<file path="src/hw/rtl/rau_pkg.sv">
// ----------------------------------------------------------------------------
// rau_pkg: shared definitions for the rational arithmetic unit
// Operation codes, result field widths, comparison and status codes.
// ----------------------------------------------------------------------------
package rau_pkg;

  // Result field widths (fixed, independent of the operand width).
  localparam int RES_NUM_W = 33;
  localparam int RES_DEN_W = 31;
  localparam int CMP_W     = 2;
  localparam int OP_W      = 3;

  // Operation codes.
  localparam logic [OP_W-1:0] OP_ADD    = 3'd0;
  localparam logic [OP_W-1:0] OP_SUB    = 3'd1;
  localparam logic [OP_W-1:0] OP_MUL    = 3'd2;
  localparam logic [OP_W-1:0] OP_DIV    = 3'd3;
  localparam logic [OP_W-1:0] OP_CMP    = 3'd4;
  localparam logic [OP_W-1:0] OP_REDUCE = 3'd5;

  // Comparison outcome, as a 2-bit signed value.
  localparam logic [CMP_W-1:0] CMP_A_GREATER = 2'b11;
  localparam logic [CMP_W-1:0] CMP_A_SMALLER = 2'b01;
  localparam logic [CMP_W-1:0] CMP_EQUAL     = 2'b00;

  // Status codes.
  localparam logic STATUS_OK       = 1'b0;
  localparam logic STATUS_ZERO_DEN = 1'b1;

endpackage

</file>
<file path="src/hw/rtl/rau_req_if.sv">
// ----------------------------------------------------------------------------
// rau_req_if: request channel of the rational arithmetic unit
// Valid/ready handshake carrying the op code and two signed fractions.
// ----------------------------------------------------------------------------
interface rau_req_if #(
  parameter int OPERAND_WIDTH = 16
);
  logic                            valid;
  logic                            ready;
  logic [rau_pkg::OP_W-1:0]        op;
  logic signed [OPERAND_WIDTH-1:0] a_num;
  logic signed [OPERAND_WIDTH-1:0] a_den;
  logic signed [OPERAND_WIDTH-1:0] b_num;
  logic signed [OPERAND_WIDTH-1:0] b_den;

  modport source (output valid, op, a_num, a_den, b_num, b_den, input ready);
  modport sink   (input valid, op, a_num, a_den, b_num, b_den, output ready);
endinterface

</file>
<file path="src/hw/rtl/rau_rsp_if.sv">
// ----------------------------------------------------------------------------
// rau_rsp_if: result channel of the rational arithmetic unit
// Valid/ready handshake carrying the result fraction, compare and status.
// ----------------------------------------------------------------------------
interface rau_rsp_if;
  logic                               valid;
  logic                               ready;
  logic signed [rau_pkg::RES_NUM_W-1:0] res_num;
  logic [rau_pkg::RES_DEN_W-1:0]      res_den;
  logic signed [rau_pkg::CMP_W-1:0]   cmp_result;
  logic                               status;

  modport source (output valid, res_num, res_den, cmp_result, status, input ready);
  modport sink   (input valid, res_num, res_den, cmp_result, status, output ready);
endinterface

</file>
<file path="src/hw/rtl/rau_divider.sv">
// ----------------------------------------------------------------------------
// rau_divider: iterative unsigned divider
// Restoring division, one quotient bit per cycle; done pulses high once the
// last quotient bit has been formed.
// ----------------------------------------------------------------------------
module rau_divider #(
  parameter int W = 16
) (
  input  logic         clk,
  input  logic         rst,
  input  logic         start,
  input  logic [W-1:0] dividend,
  input  logic [W-1:0] divisor,
  output logic         done,
  output logic [W-1:0] quotient,
  output logic [W-1:0] remainder
);

  localparam int CW = $clog2(W + 1);

  logic [CW-1:0] cnt;
  logic [W-1:0]  rem;
  logic [W-1:0]  quo;
  logic [W-1:0]  dvs;
  logic [W:0]    shifted;
  logic [W:0]    diff;
  logic          fits;

  // Bring down the next dividend bit and try to subtract the divisor.
  assign shifted = {rem, quo[W-1]};
  assign diff    = shifted - {1'b0, dvs};
  assign fits    = ~diff[W];

  always_ff @(posedge clk) begin
    if (rst) begin
      cnt  <= '0;
      done <= 1'b0;
    end else begin
      done <= 1'b0;
      if (start) begin
        cnt <= CW'(W);
      end else if (cnt != '0) begin
        cnt <= cnt - CW'(1);
        if (cnt == CW'(1)) begin
          done <= 1'b1;
        end
      end
    end
  end

  always_ff @(posedge clk) begin
    if (start) begin
      rem <= '0;
      quo <= dividend;
      dvs <= divisor;
    end else if (cnt != '0) begin
      rem <= fits ? diff[W-1:0] : shifted[W-1:0];
      quo <= {quo[W-2:0], fits};
    end
  end

  assign quotient  = quo;
  assign remainder = rem;

endmodule

</file>
<file path="src/hw/rtl/rational_arithmetic_unit.sv">
// ----------------------------------------------------------------------------
// rational_arithmetic_unit: exact arithmetic on two signed fractions
// Add, subtract, multiply, divide, compare and reduce with Euclid GCD.
// ----------------------------------------------------------------------------
// Usage: a request item on req carries an op code and two fractions
// a = a_num/a_den and b = b_num/b_den; exactly one result item leaves on rsp.
// Both channels use valid/ready; an item moves when both are high.
// req.ready is high only while the sequencer is idle, so one item is in work
// at a time. A finished result sits in the rsp output register, and the next
// request is taken while that register still waits for the receiver.
// Sequence: add, subtract, multiply, divide and compare form three products
// on the shared multiplier in S_M0, S_M1 and S_M2, combine them in S_FIN and
// load the output register in S_OUT. Reduce runs Euclid modulo steps on the
// shared iterative divider, and two more divisions by the GCD give the
// reduced numerator and denominator. Zero denominators, unused op codes and a
// zero numerator on reduce go straight to S_OUT. The next request can be
// taken once the output register has loaded. A stalled receiver holds the
// result and the block waits with its next one. Reset (rst) clears the
// sequencer and the output valid and keeps req.ready low.
// ----------------------------------------------------------------------------
module rational_arithmetic_unit #(
  parameter int OPERAND_WIDTH = 16
) (
  input  logic         clk,
  input  logic         rst,
  rau_req_if.sink      req,
  rau_rsp_if.source    rsp
);

  localparam int W  = OPERAND_WIDTH;
  localparam int NW = W + 1;       // sign-normalized operand
  localparam int PW = 2 * NW;      // product and combined result
  localparam int XW = (PW > rau_pkg::RES_NUM_W) ? PW : rau_pkg::RES_NUM_W;

  typedef enum logic [11:0] {
    S_IDLE  = 12'b000000000001,
    S_M0    = 12'b000000000010,
    S_M1    = 12'b000000000100,
    S_M2    = 12'b000000001000,
    S_FIN   = 12'b000000010000,
    S_EUC   = 12'b000000100000,
    S_EUC_W = 12'b000001000000,
    S_QN    = 12'b000010000000,
    S_QN_W  = 12'b000100000000,
    S_QD    = 12'b001000000000,
    S_QD_W  = 12'b010000000000,
    S_OUT   = 12'b100000000000
  } state_t;

  state_t state;

  // Sign normalization of the incoming fractions: a negative denominator
  // negates both numerator and denominator.
  logic signed [NW-1:0] a_num_x, a_den_x, b_num_x, b_den_x;
  logic signed [NW-1:0] an_n, ad_n, bn_n, bd_n;
  logic [W-1:0]         an_abs_n;
  logic                 op_known;
  logic                 in_bad;
  logic                 accept;

  assign a_num_x = {req.a_num[W-1], req.a_num};
  assign a_den_x = {req.a_den[W-1], req.a_den};
  assign b_num_x = {req.b_num[W-1], req.b_num};
  assign b_den_x = {req.b_den[W-1], req.b_den};

  assign an_n = a_den_x[NW-1] ? -a_num_x : a_num_x;
  assign ad_n = a_den_x[NW-1] ? -a_den_x : a_den_x;
  assign bn_n = b_den_x[NW-1] ? -b_num_x : b_num_x;
  assign bd_n = b_den_x[NW-1] ? -b_den_x : b_den_x;

  // The magnitude is at most 2^(W-1), so it fits W unsigned bits.
  always_comb begin
    logic signed [NW-1:0] neg;
    neg      = -an_n;
    an_abs_n = an_n[NW-1] ? neg[W-1:0] : an_n[W-1:0];
  end

  assign op_known = (req.op <= rau_pkg::OP_REDUCE);
  assign in_bad   = op_known &&
                    ((ad_n == '0) || ((req.op != rau_pkg::OP_REDUCE) && (bd_n == '0)));

  assign req.ready = (state == S_IDLE) && !rst;
  assign accept    = req.valid && req.ready;

  // Operand registers.
  logic [rau_pkg::OP_W-1:0] op_r;
  logic signed [NW-1:0]     an, ad, bn, bd;
  logic [W-1:0]             an_mag;

  // Shared multiplier: one product per cycle, each into its own register.
  //   p0 = an * bd (an * bn for multiply), p1 = bn * ad, p2 = ad * bd.
  logic signed [NW-1:0] mul_a, mul_b;
  logic signed [PW-1:0] prod;
  logic signed [PW-1:0] p0, p1, p2;

  always_comb begin
    case (state)
      S_M0: begin
        mul_a = an;
        mul_b = (op_r == rau_pkg::OP_MUL) ? bn : bd;
      end
      S_M1: begin
        mul_a = bn;
        mul_b = ad;
      end
      default: begin
        mul_a = ad;
        mul_b = bd;
      end
    endcase
  end

  assign prod = mul_a * mul_b;

  // Shared divider: Euclid modulo steps, then the two quotients by the GCD.
  logic [W-1:0] gx, gy, qn;
  logic         div_start, div_done;
  logic [W-1:0] div_dividend, div_divisor, div_quo, div_rem;

  assign div_start = ((state == S_EUC) && (gy != '0)) || (state == S_QN) ||
                     (state == S_QD);

  always_comb begin
    case (state)
      S_EUC:   div_dividend = gx;
      S_QN:    div_dividend = an_mag;
      default: div_dividend = ad[W-1:0];
    endcase
    div_divisor = (state == S_EUC) ? gy : gx;
  end

  rau_divider #(
    .W (W)
  ) u_div (
    .clk       (clk),
    .rst       (rst),
    .start     (div_start),
    .dividend  (div_dividend),
    .divisor   (div_divisor),
    .done      (div_done),
    .quotient  (div_quo),
    .remainder (div_rem)
  );

  // Result formation: from the products, or from the reduced quotients.
  logic signed [PW-1:0]    sum, neg0, neg1, qn_p, qd_p;
  logic signed [PW-1:0]    fin_num, fin_den;
  logic signed [XW-1:0]    fin_num_x, fin_den_x;
  logic [rau_pkg::CMP_W-1:0] fin_cmp;
  logic                    fin_bad;

  assign sum  = (op_r == rau_pkg::OP_SUB) ? (p0 - p1) : (p0 + p1);
  assign neg0 = -p0;
  assign neg1 = -p1;
  assign qn_p = $signed(PW'(qn));
  assign qd_p = $signed(PW'(div_quo));

  always_comb begin
    fin_num = '0;
    fin_den = '0;
    fin_cmp = rau_pkg::CMP_EQUAL;
    fin_bad = 1'b0;
    if (state == S_QD_W) begin
      fin_num = an[NW-1] ? -qn_p : qn_p;
      fin_den = qd_p;
    end else begin
      case (op_r)
        rau_pkg::OP_ADD, rau_pkg::OP_SUB: begin
          fin_num = sum;
          fin_den = p2;
        end
        rau_pkg::OP_MUL: begin
          fin_num = p0;
          fin_den = p2;
        end
        rau_pkg::OP_DIV: begin
          // Dividing by a zero numerator leaves a zero denominator.
          if (p1 == '0) begin
            fin_bad = 1'b1;
          end else if (p1[PW-1]) begin
            fin_num = neg0;
            fin_den = neg1;
          end else begin
            fin_num = p0;
            fin_den = p1;
          end
        end
        rau_pkg::OP_CMP: begin
          if (p0 > p1) begin
            fin_cmp = rau_pkg::CMP_A_GREATER;
          end else if (p0 < p1) begin
            fin_cmp = rau_pkg::CMP_A_SMALLER;
          end
        end
        default: begin
          fin_num = '0;
        end
      endcase
    end
  end

  assign fin_num_x = XW'(fin_num);
  assign fin_den_x = XW'(fin_den);

  // Sequencer.
  always_ff @(posedge clk) begin
    if (rst) begin
      state <= S_IDLE;
    end else begin
      case (state)
        S_IDLE: begin
          if (accept) begin
            if (!op_known || in_bad) begin
              state <= S_OUT;
            end else if (req.op == rau_pkg::OP_REDUCE) begin
              state <= (an_n == '0) ? S_OUT : S_EUC;
            end else begin
              state <= S_M0;
            end
          end
        end
        S_M0:    state <= S_M1;
        S_M1:    state <= S_M2;
        S_M2:    state <= S_FIN;
        S_FIN:   state <= S_OUT;
        S_EUC:   state <= (gy == '0) ? S_QN : S_EUC_W;
        S_EUC_W: if (div_done) begin
          state <= S_EUC;
        end
        S_QN:    state <= S_QN_W;
        S_QN_W:  if (div_done) begin
          state <= S_QD;
        end
        S_QD:    state <= S_QD_W;
        S_QD_W:  if (div_done) begin
          state <= S_OUT;
        end
        S_OUT:   if (!rsp.valid || rsp.ready) begin
          state <= S_IDLE;
        end
        default: state <= S_IDLE;
      endcase
    end
  end

  // Datapath registers.
  logic signed [rau_pkg::RES_NUM_W-1:0] res_num;
  logic [rau_pkg::RES_DEN_W-1:0]        res_den;
  logic [rau_pkg::CMP_W-1:0]            res_cmp;
  logic                                 res_status;

  always_ff @(posedge clk) begin
    if (accept) begin
      op_r    <= req.op;
      an      <= an_n;
      ad      <= ad_n;
      bn      <= bn_n;
      bd      <= bd_n;
      an_mag  <= an_abs_n;
      gx      <= an_abs_n;
      gy      <= ad_n[W-1:0];
      // Trivial outcomes are settled right away.
      res_num    <= '0;
      res_cmp    <= rau_pkg::CMP_EQUAL;
      res_status <= in_bad ? rau_pkg::STATUS_ZERO_DEN : rau_pkg::STATUS_OK;
      res_den    <= (op_known && !in_bad && req.op == rau_pkg::OP_REDUCE)
                    ? rau_pkg::RES_DEN_W'(1) : '0;
    end
    if (state == S_M0) begin
      p0 <= prod;
    end
    if (state == S_M1) begin
      p1 <= prod;
    end
    if (state == S_M2) begin
      p2 <= prod;
    end
    if ((state == S_EUC_W) && div_done) begin
      gx <= gy;
      gy <= div_rem;
    end
    if ((state == S_QN_W) && div_done) begin
      qn <= div_quo;
    end
    if ((state == S_FIN) || ((state == S_QD_W) && div_done)) begin
      res_num    <= fin_num_x[rau_pkg::RES_NUM_W-1:0];
      res_den    <= fin_den_x[rau_pkg::RES_DEN_W-1:0];
      res_cmp    <= fin_cmp;
      res_status <= fin_bad ? rau_pkg::STATUS_ZERO_DEN : rau_pkg::STATUS_OK;
    end
  end

  // Output register: loaded from the result once the receiver has room.
  logic out_load;

  assign out_load = (state == S_OUT) && (!rsp.valid || rsp.ready);

  always_ff @(posedge clk) begin
    if (rst) begin
      rsp.valid <= 1'b0;
    end else if (out_load) begin
      rsp.valid <= 1'b1;
    end else if (rsp.ready) begin
      rsp.valid <= 1'b0;
    end
  end

  always_ff @(posedge clk) begin
    if (out_load) begin
      rsp.res_num    <= res_num;
      rsp.res_den    <= res_den;
      rsp.cmp_result <= res_cmp;
      rsp.status     <= res_status;
    end
  end

endmodule
</file>
<file path="src/flat_wrapper.sv">
// flat-port wrapper written by rule: the top's interface ports become plain ports
module rational_arithmetic_unit_flat 
#(
  parameter int OPERAND_WIDTH = 16
)
  (clk, rst, req_valid, req_op, req_a_num, req_a_den, req_b_num, req_b_den, req_ready, rsp_valid, rsp_res_num, rsp_res_den, rsp_cmp_result, rsp_status, rsp_ready);
  rau_req_if #(.OPERAND_WIDTH(OPERAND_WIDTH)) req_i ();
  rau_rsp_if rsp_i ();
  input  logic clk;
  input  logic rst;
  input wire logic [$bits(req_i.valid)-1:0] req_valid;
  input wire logic [$bits(req_i.op)-1:0] req_op;
  input wire logic [$bits(req_i.a_num)-1:0] req_a_num;
  input wire logic [$bits(req_i.a_den)-1:0] req_a_den;
  input wire logic [$bits(req_i.b_num)-1:0] req_b_num;
  input wire logic [$bits(req_i.b_den)-1:0] req_b_den;
  output wire logic [$bits(req_i.ready)-1:0] req_ready;
  output wire logic [$bits(rsp_i.valid)-1:0] rsp_valid;
  output wire logic [$bits(rsp_i.res_num)-1:0] rsp_res_num;
  output wire logic [$bits(rsp_i.res_den)-1:0] rsp_res_den;
  output wire logic [$bits(rsp_i.cmp_result)-1:0] rsp_cmp_result;
  output wire logic [$bits(rsp_i.status)-1:0] rsp_status;
  input wire logic [$bits(rsp_i.ready)-1:0] rsp_ready;
  assign req_i.valid = req_valid;
  assign req_i.op = req_op;
  assign req_i.a_num = req_a_num;
  assign req_i.a_den = req_a_den;
  assign req_i.b_num = req_b_num;
  assign req_i.b_den = req_b_den;
  assign req_ready = req_i.ready;
  assign rsp_valid = rsp_i.valid;
  assign rsp_res_num = rsp_i.res_num;
  assign rsp_res_den = rsp_i.res_den;
  assign rsp_cmp_result = rsp_i.cmp_result;
  assign rsp_status = rsp_i.status;
  assign rsp_i.ready = rsp_ready;
  rational_arithmetic_unit #(.OPERAND_WIDTH(OPERAND_WIDTH)) u_core (.clk(clk), .rst(rst), .req(req_i), .rsp(rsp_i));
endmodule
</file>
<file path="config.mk">
export PLATFORM = sky130hd
export DESIGN_NAME = rational_arithmetic_unit_flat
export DESIGN_NICKNAME = d
export VERILOG_FILES = /design/src/hw/rtl/rau_pkg.sv /design/src/hw/rtl/rau_req_if.sv /design/src/hw/rtl/rau_rsp_if.sv /design/src/hw/rtl/rau_divider.sv /design/src/hw/rtl/rational_arithmetic_unit.sv /design/src/flat_wrapper.sv
export SDC_FILE = /design/constraint.sdc
export NUM_CORES = 2
export LEC_CHECK = 0
export BUFFER_PORTS_ARGS = -buffer_cell sky130_fd_sc_hd__buf_2
export CAP_MARGIN = 25
export CELL_PAD_IN_SITES_DETAIL_PLACEMENT = 1
export CELL_PAD_IN_SITES_GLOBAL_PLACEMENT = 1
export CORE_ASPECT_RATIO = 0.6
export CORE_MARGIN = 1.5
export CORE_UTILIZATION = 43
export CTS_CLUSTER_SIZE = 30
export DETAILED_ROUTE_END_ITERATION = 7
export GPL_ROUTABILITY_DRIVEN = 0
export PLACE_DENSITY = 0.82
export SETUP_SLACK_MARGIN = 0.05
export SKIP_LAST_GASP = 1
export SYNTH_ARGS = -nofsm -noshare
export SYNTH_HDL_FRONTEND = slang
export SYNTH_SLANG_ARGS = --single-unit
</file>
<file path="constraint.sdc">
create_clock -name clk -period 19.3 [get_ports clk]
set_input_delay 1.93 -clock clk [delete_from_list [all_inputs] [get_ports clk]]
set_output_delay 1.93 -clock clk [all_outputs]
set_load 0.02 [all_outputs]
</file>
* Word-level counts from Yosys, hierarchy flattened *
Index checks and enable logic that the tools add are counted.

word-level totals
  RAM bits = 0
  memory bits (read-only) = 0
  input bits = 71
  memories = 0
  latch bits = 0
  register bits = 435

operators by class
  order comparisons = 3
  $mul = 1
  bitwise gates (word level) = 2
  shift-type cells = 0
  add/subtract/negate cells = 12
  equality and inequality tests = 24
  reductions and logical operators = 38
  divide/modulo/power cells = 0
  mux-type cells = 60

operators by type and width
  kind                                            number
  33-bit 2-to-1 mux                               7
  31-bit 2-to-1 mux                               5
  16-bit 2-to-1 mux                               9
  12-bit one-hot mux with 12 select lines         1
  33-bit one-hot mux with 3 select lines          1
  12-bit 2-to-1 mux                               8
  17-bit 2-to-1 mux                               5
  16-bit negation with 17-bit output              4
  17-bit one-hot mux with 2 select lines          2
  31-bit one-hot mux with 2 select lines          1
  17-bit logical NOT                              3
  34-bit > comparator                             1
  34-bit logical NOT                              1
  34-bit < comparator                             1
  17-bit by 17-bit multiplier with 34-bit output  1
  33-bit adder                                    1
  16-bit negation with 33-bit output              1
  33-bit negation                                 1
  33-bit subtractor                               1
  16-bit one-hot mux with 2 select lines          1
  31-bit negation                                 1
  17-bit by 16-bit subtractor with 17-bit output  1
  16-bit logical NOT                              1
  16-bit negation                                 1
  36 further kinds                                81

* Depth between registers and ports, before layout *
  depth after elaboration = 12
  depth in mapped cells = 34

* Modules after synthesis *
A second synthesis with hierarchy kept.

second synthesis, totals
  cell total of the unflattened synthesis = 3467
  area total of the unflattened synthesis = 35196.3 sq um

by module, submodules not included
  module                    area an instance (sq um)  cells an instance  seq. area each (sq um)  instances
  rational_arithmetic_unit  32048.2                   3171               11280.8                 1
  rau_divider               3148.0                    296                1401.3                  1

* Worst setup path after synthesis *
OpenSTA, ideal clock, no wires.

  path kind = flip-flop to flip-flop
  from = reg u_core.state[4]
  to = reg u_core.p0[25] (data pin)
  cell stages (with the launch flop) = 31
  slack = 10.511 ns
  required time = 19.033 ns
  data arrival time = 8.521 ns
  buffers on the path = 3
  cells stage by stage = dfxtp_1 -> nor4_1 -> nand2_1 -> nor3_1 -> and4b_1 -> clkbuf_1 -> buf_1 -> a22oi_1 -> nand2_1 -> clkbuf_1 -> nand2_1 -> fa_1 -> inv_1 -> fa_1 -> inv_1 -> fa_1 -> inv_1 -> fa_1 -> fa_1 -> inv_1 -> fa_1 -> inv_1 -> ha_1 -> nand3_1 -> or4_1 -> a211oi_1 -> nor2_1 -> o21a_1 -> o21bai_1 -> a21oi_1 -> xnor2_1

between the ends
  cells in the longest elaborated chain, start to end = 3
  elaborated cells on any way between the ends = 5

ends and longest elaborated chain
  element                                                                                                             RTL line                         RTL
  start: declaration                                                                                                  rational_arithmetic_unit.sv:50   state_t state;
  start signal: assignment                                                                                            rational_arithmetic_unit.sv:216  state <= (an_n == '0) ? S_OUT : S_EUC;
  start signal: assignment                                                                                            rational_arithmetic_unit.sv:226  S_EUC: state <= (gy == '0) ? S_QN : S_EUC_W;
  12-bit by 3-bit equality test with 1-bit output or 12-bit by 2-bit equality test with 1-bit output (tied branches)  rational_arithmetic_unit.sv:97   case (state)
  17-bit one-hot mux with 2 select lines                                                                              rational_arithmetic_unit.sv:97
  17-bit by 17-bit multiplier with 34-bit output (*)                                                                  rational_arithmetic_unit.sv:113  assign prod = mul_a * mul_b;
  named net u_core.prod[25]                                                                                           rational_arithmetic_unit.sv:93   logic signed [PW-1:0] prod;
  end signal: assignment                                                                                              rational_arithmetic_unit.sv:270  p0 <= prod;
  end: declaration                                                                                                    rational_arithmetic_unit.sv:94   logic signed [PW-1:0] p0, p1, p2;

Mark *: on every way through the listed nets, which the timed path passes. The rest lies on a longest branch.
A chain may end at the register's enable or synchronous reset.

* Worst setup path in the final report *
  from = reg u_core.state[5]
  to = reg u_core.p0[26] (data pin)

Same word-level chain as after synthesis.

==> results.md <==
* Total Wirelength at 116,000 µm
* Vias/cell at 5.97
* Netlist Area Pre-Place at between 0.03 and 0.04 mm²
* Compound-Gate Fraction of Synth Area at 0.120
* Synth unique cells at 84
* HP Start: u_core.res_den[28]
* F_max at roughly 100 MHz
* Slowest CP cell: a221oi_1
* CTS root buffer: clkbuf_16
* Share of cells above drive strength 1 at 0.0983
* Seq/Total Area, Yosys at 0.365
* Critical Setup Path Class: reg -> reg
* Crit end category: register
* IO buf count at ~140
* Final TNS setup at 0 ns
* Die ar. at about 0.083 mm²
* Critical path startpoint category: register
* Worst setup slack after layout at 9.46 ns
* Finish-stage setup viols at 0
* Crit path DAT at 10.21 ns
* Final Net Count at 4,115
* Min Hold Slack at 0.419 ns
* Hold depth at 0
* Syn Area/Cell at 10.0 µm²
* HP Class: reg -> reg
* Final Hold Viols at 0
* Largest family of logic cells by synthesized area: adder cells
* # DRC at 12
* Worst slack at placement at a little under 10 ns
* Cell count after synthesis at 3,465
* RSZ-0062 raised after global routing: false
* Slew HR at 0.222
* Routed WL per cell at 24.8 µm
* Ports at between 100 and 150
* CP Buf/Inv Count at 8
* Fillers at 8,927
* Worst-path clk slew at 0.07 ns
* Failing checks: DRC
* Die width at 370 µm
* Slew @ Worst Pin at 1.17 ns
* Total track usage at 0.282
* H-tree levels at 2
* Vias in the first global route at about 28,000
* Initial antenna violation count at 3
* TritonCTS Sinks at 434
* Worst path required time at 19.66 ns
* Main synth FF type: edfxtp_1
* Post-synthesis mux area share at 0.0197
* Largest net degree at the start of global routing at 78
* CP peak stage delay at around 0.97 ns
* CP max FO at 53
* Most common cell after layout, fill and taps aside: inv_1
* Family with the most delay on the worst path: adder cells
* Synth Area in Simple Gates at 0.143
* Layout area overhead at 10.3%
* Postcts setup bufs at 0
* CTS Buffer Depth at 3
* Cell Rows at 80
* Clock skew at ~0.039 ns
* Cts repair resizes at 0
* Slew Viols, Final at 0
* Detail Placement HPWL at just over 90,000 µm
* #FFs+latches synth at about 430
* CTS Hold Buffers Added at 0
* Reg area at 0.0127 mm²
* Reg2reg setup slack at 9.46 ns
* WHS Endpoint: u_core.rsp.res_den[28]
* Post-route clock period utilization at 0.510
* Grt total ovfl at 0
* Xor and xnor area share after synthesis at 0.0544
* TritonCTS clock tree: yes
* DR vias at 27,900
* Initial Util at 0.436
* Initial drt markers at 3,249
* Final min period at 9.84 ns
* First-pass GRT wire length at between 150,000 and 200,000 µm
* Commonest non-fill, non-tap cells in the layout: inv_1 (447), edfxtp_1 (399), nor2_1 (359)
* Synth Area in Adders at 0.235
* Core area at 0.0798 mm²
* Post-synth EDFFs at 399
* RR Endpoint: u_core.p0[26]
* Area of the multi-input gates at around 0.02 mm²
* Synth async-reset ratio at 0
* Clk_lat worst skew at 0.62 ns
* First-pass detailed-route iteration total at 8
* Maxcap violations at 0
* Outcome: finished, violations left
* Post-DRT Antenna Nets at 0
* Synth warnings at 0
* Reg-to-Reg Start: u_core.state[5]
* Chip height at 223 µm
* TritonCTS Buffers at 45
* R2R cell count at 30
[cells in the mapped netlist, types with 29 or more instances]
| library cell | number | area (µm²) |
|---|---|---|
| or3_1 | 29 | 181 |
| o31ai_1 | 39 | 293 |
| a21oi_1 | 151 | 756 |
| xnor2_1 | 168 | 1470 |
| fa_1 | 298 | 5970 |
| nor2_1 | 359 | 1350 |
| clkbuf_1 | 112 | 420 |
| edfxtp_1 | 399 | 12000 |
| nor3_1 | 65 | 325 |
| dfxtp_1 | 35 | 701 |
| a31oi_1 | 43 | 269 |
| mux2_2 | 43 | 484 |
| a21o_1 | 43 | 323 |
| a22oi_1 | 56 | 420 |
| inv_1 | 448 | 1680 |
| nand2b_1 | 44 | 275 |
| nand3_1 | 40 | 200 |
| xor2_1 | 48 | 420 |
| and2_1 | 34 | 213 |
| nand2_1 | 330 | 1240 |
| ha_1 | 177 | 2210 |
| o21ai_0 | 110 | 551 |
[layout make-up]
cell class                      count  share of cell area
Tap cell                         1066              0.0348
Antenna cell                        2            0.000131
Clock buffer                       53              0.0315
Timing Repair Buffer              184              0.0285
Inverter                          449              0.0440
Multi-Input combinational cell   2455               0.521
Sequential cell                   434               0.331
Clock inverter                     27             0.00892
[stage by stage]
| stage | util | instances | cell area (µm²) |
|---|---|---|---|
| global placement | 0.460 | 4583 | 36700 |
| CTS | 0.479 | 4664 | 38200 |
| detailed placement | 0.460 | 4584 | 36700 |
| global route | 0.480 | 4668 | 38300 |
| floorplan | - | 3466 | 34700 |
| finish | 0.480 | 4670 | 38300 |
[state kept, by name, indices dropped and copies added, names as in the netlist, 17 cells and up]
register / count
u_core.res_den: 31
u_core.p2: 31
u_core.bn: 17
u_core.res_num: 33
u_core.p1: 34
u_core.rsp.res_num: 33
u_core.rsp.res_den: 31
u_core.ad: 17
u_core.p0: 34
u_core.bd: 17
[worst reg2reg max path, delay by kind of cell, from the launching register on]
family | cells | cell delay, ns
fa+ha+maj | 7 | 3.12
compound gates | 6 | 2.33
buf+inv | 8 | 1.70
simple gates | 8 | 1.69
xor+xnor | 1 | 0.39
flops | 1 | 0.36
[kinds of logic (layout without fill, tap and decap cells)]
| logic type | count (synthesis) | after routing |
|---|---|---|
| multiplexers | 63 | 63 |
| buffers and inverters | 577 | 713 |
| adder cells (fa/ha/maj) | 475 | 475 |
| other | 1 | 4 |
| XOR/XNOR | 216 | 216 |
| AND/OR/NAND/NOR | 1067 | 1067 |
| AO/OA/AOI/OAI | 632 | 632 |
| flip-flops | 434 | 434 |
[worst max-delay path by stage]
stage	cells past startpoint	slack, ns	to	from
after floorplan	30	10.51	u_core.p0[25]	u_core.state[4]
after detailed placement	30	9.74	u_core.p0[26]	u_core.state[4]
after global placement	30	10.19	u_core.p0[33]	u_core.state[5]
after global routing	30	8.75	u_core.p1[26]	u_core.state[5]
final	30	9.46	u_core.p0[26]	u_core.state[5]
after CTS	30	9.71	u_core.p1[26]	u_core.state[5]
[per-layer routing]
metal / vias to the layer above / wire length [µm] / global-route usage
met3: 194 / 15000 / 0.0934
met1: 14100 / 51400 / 0.420
met5: - / 27 / 0
met4: 4 / 2420 / 0.0615
met2: 1474 / 47000 / 0.395
li1: 12100 / - / -
Power is left out: the tool's default activity adds up to more than one toggle a clock period on the data nets, which glitch-free logic cannot reach.
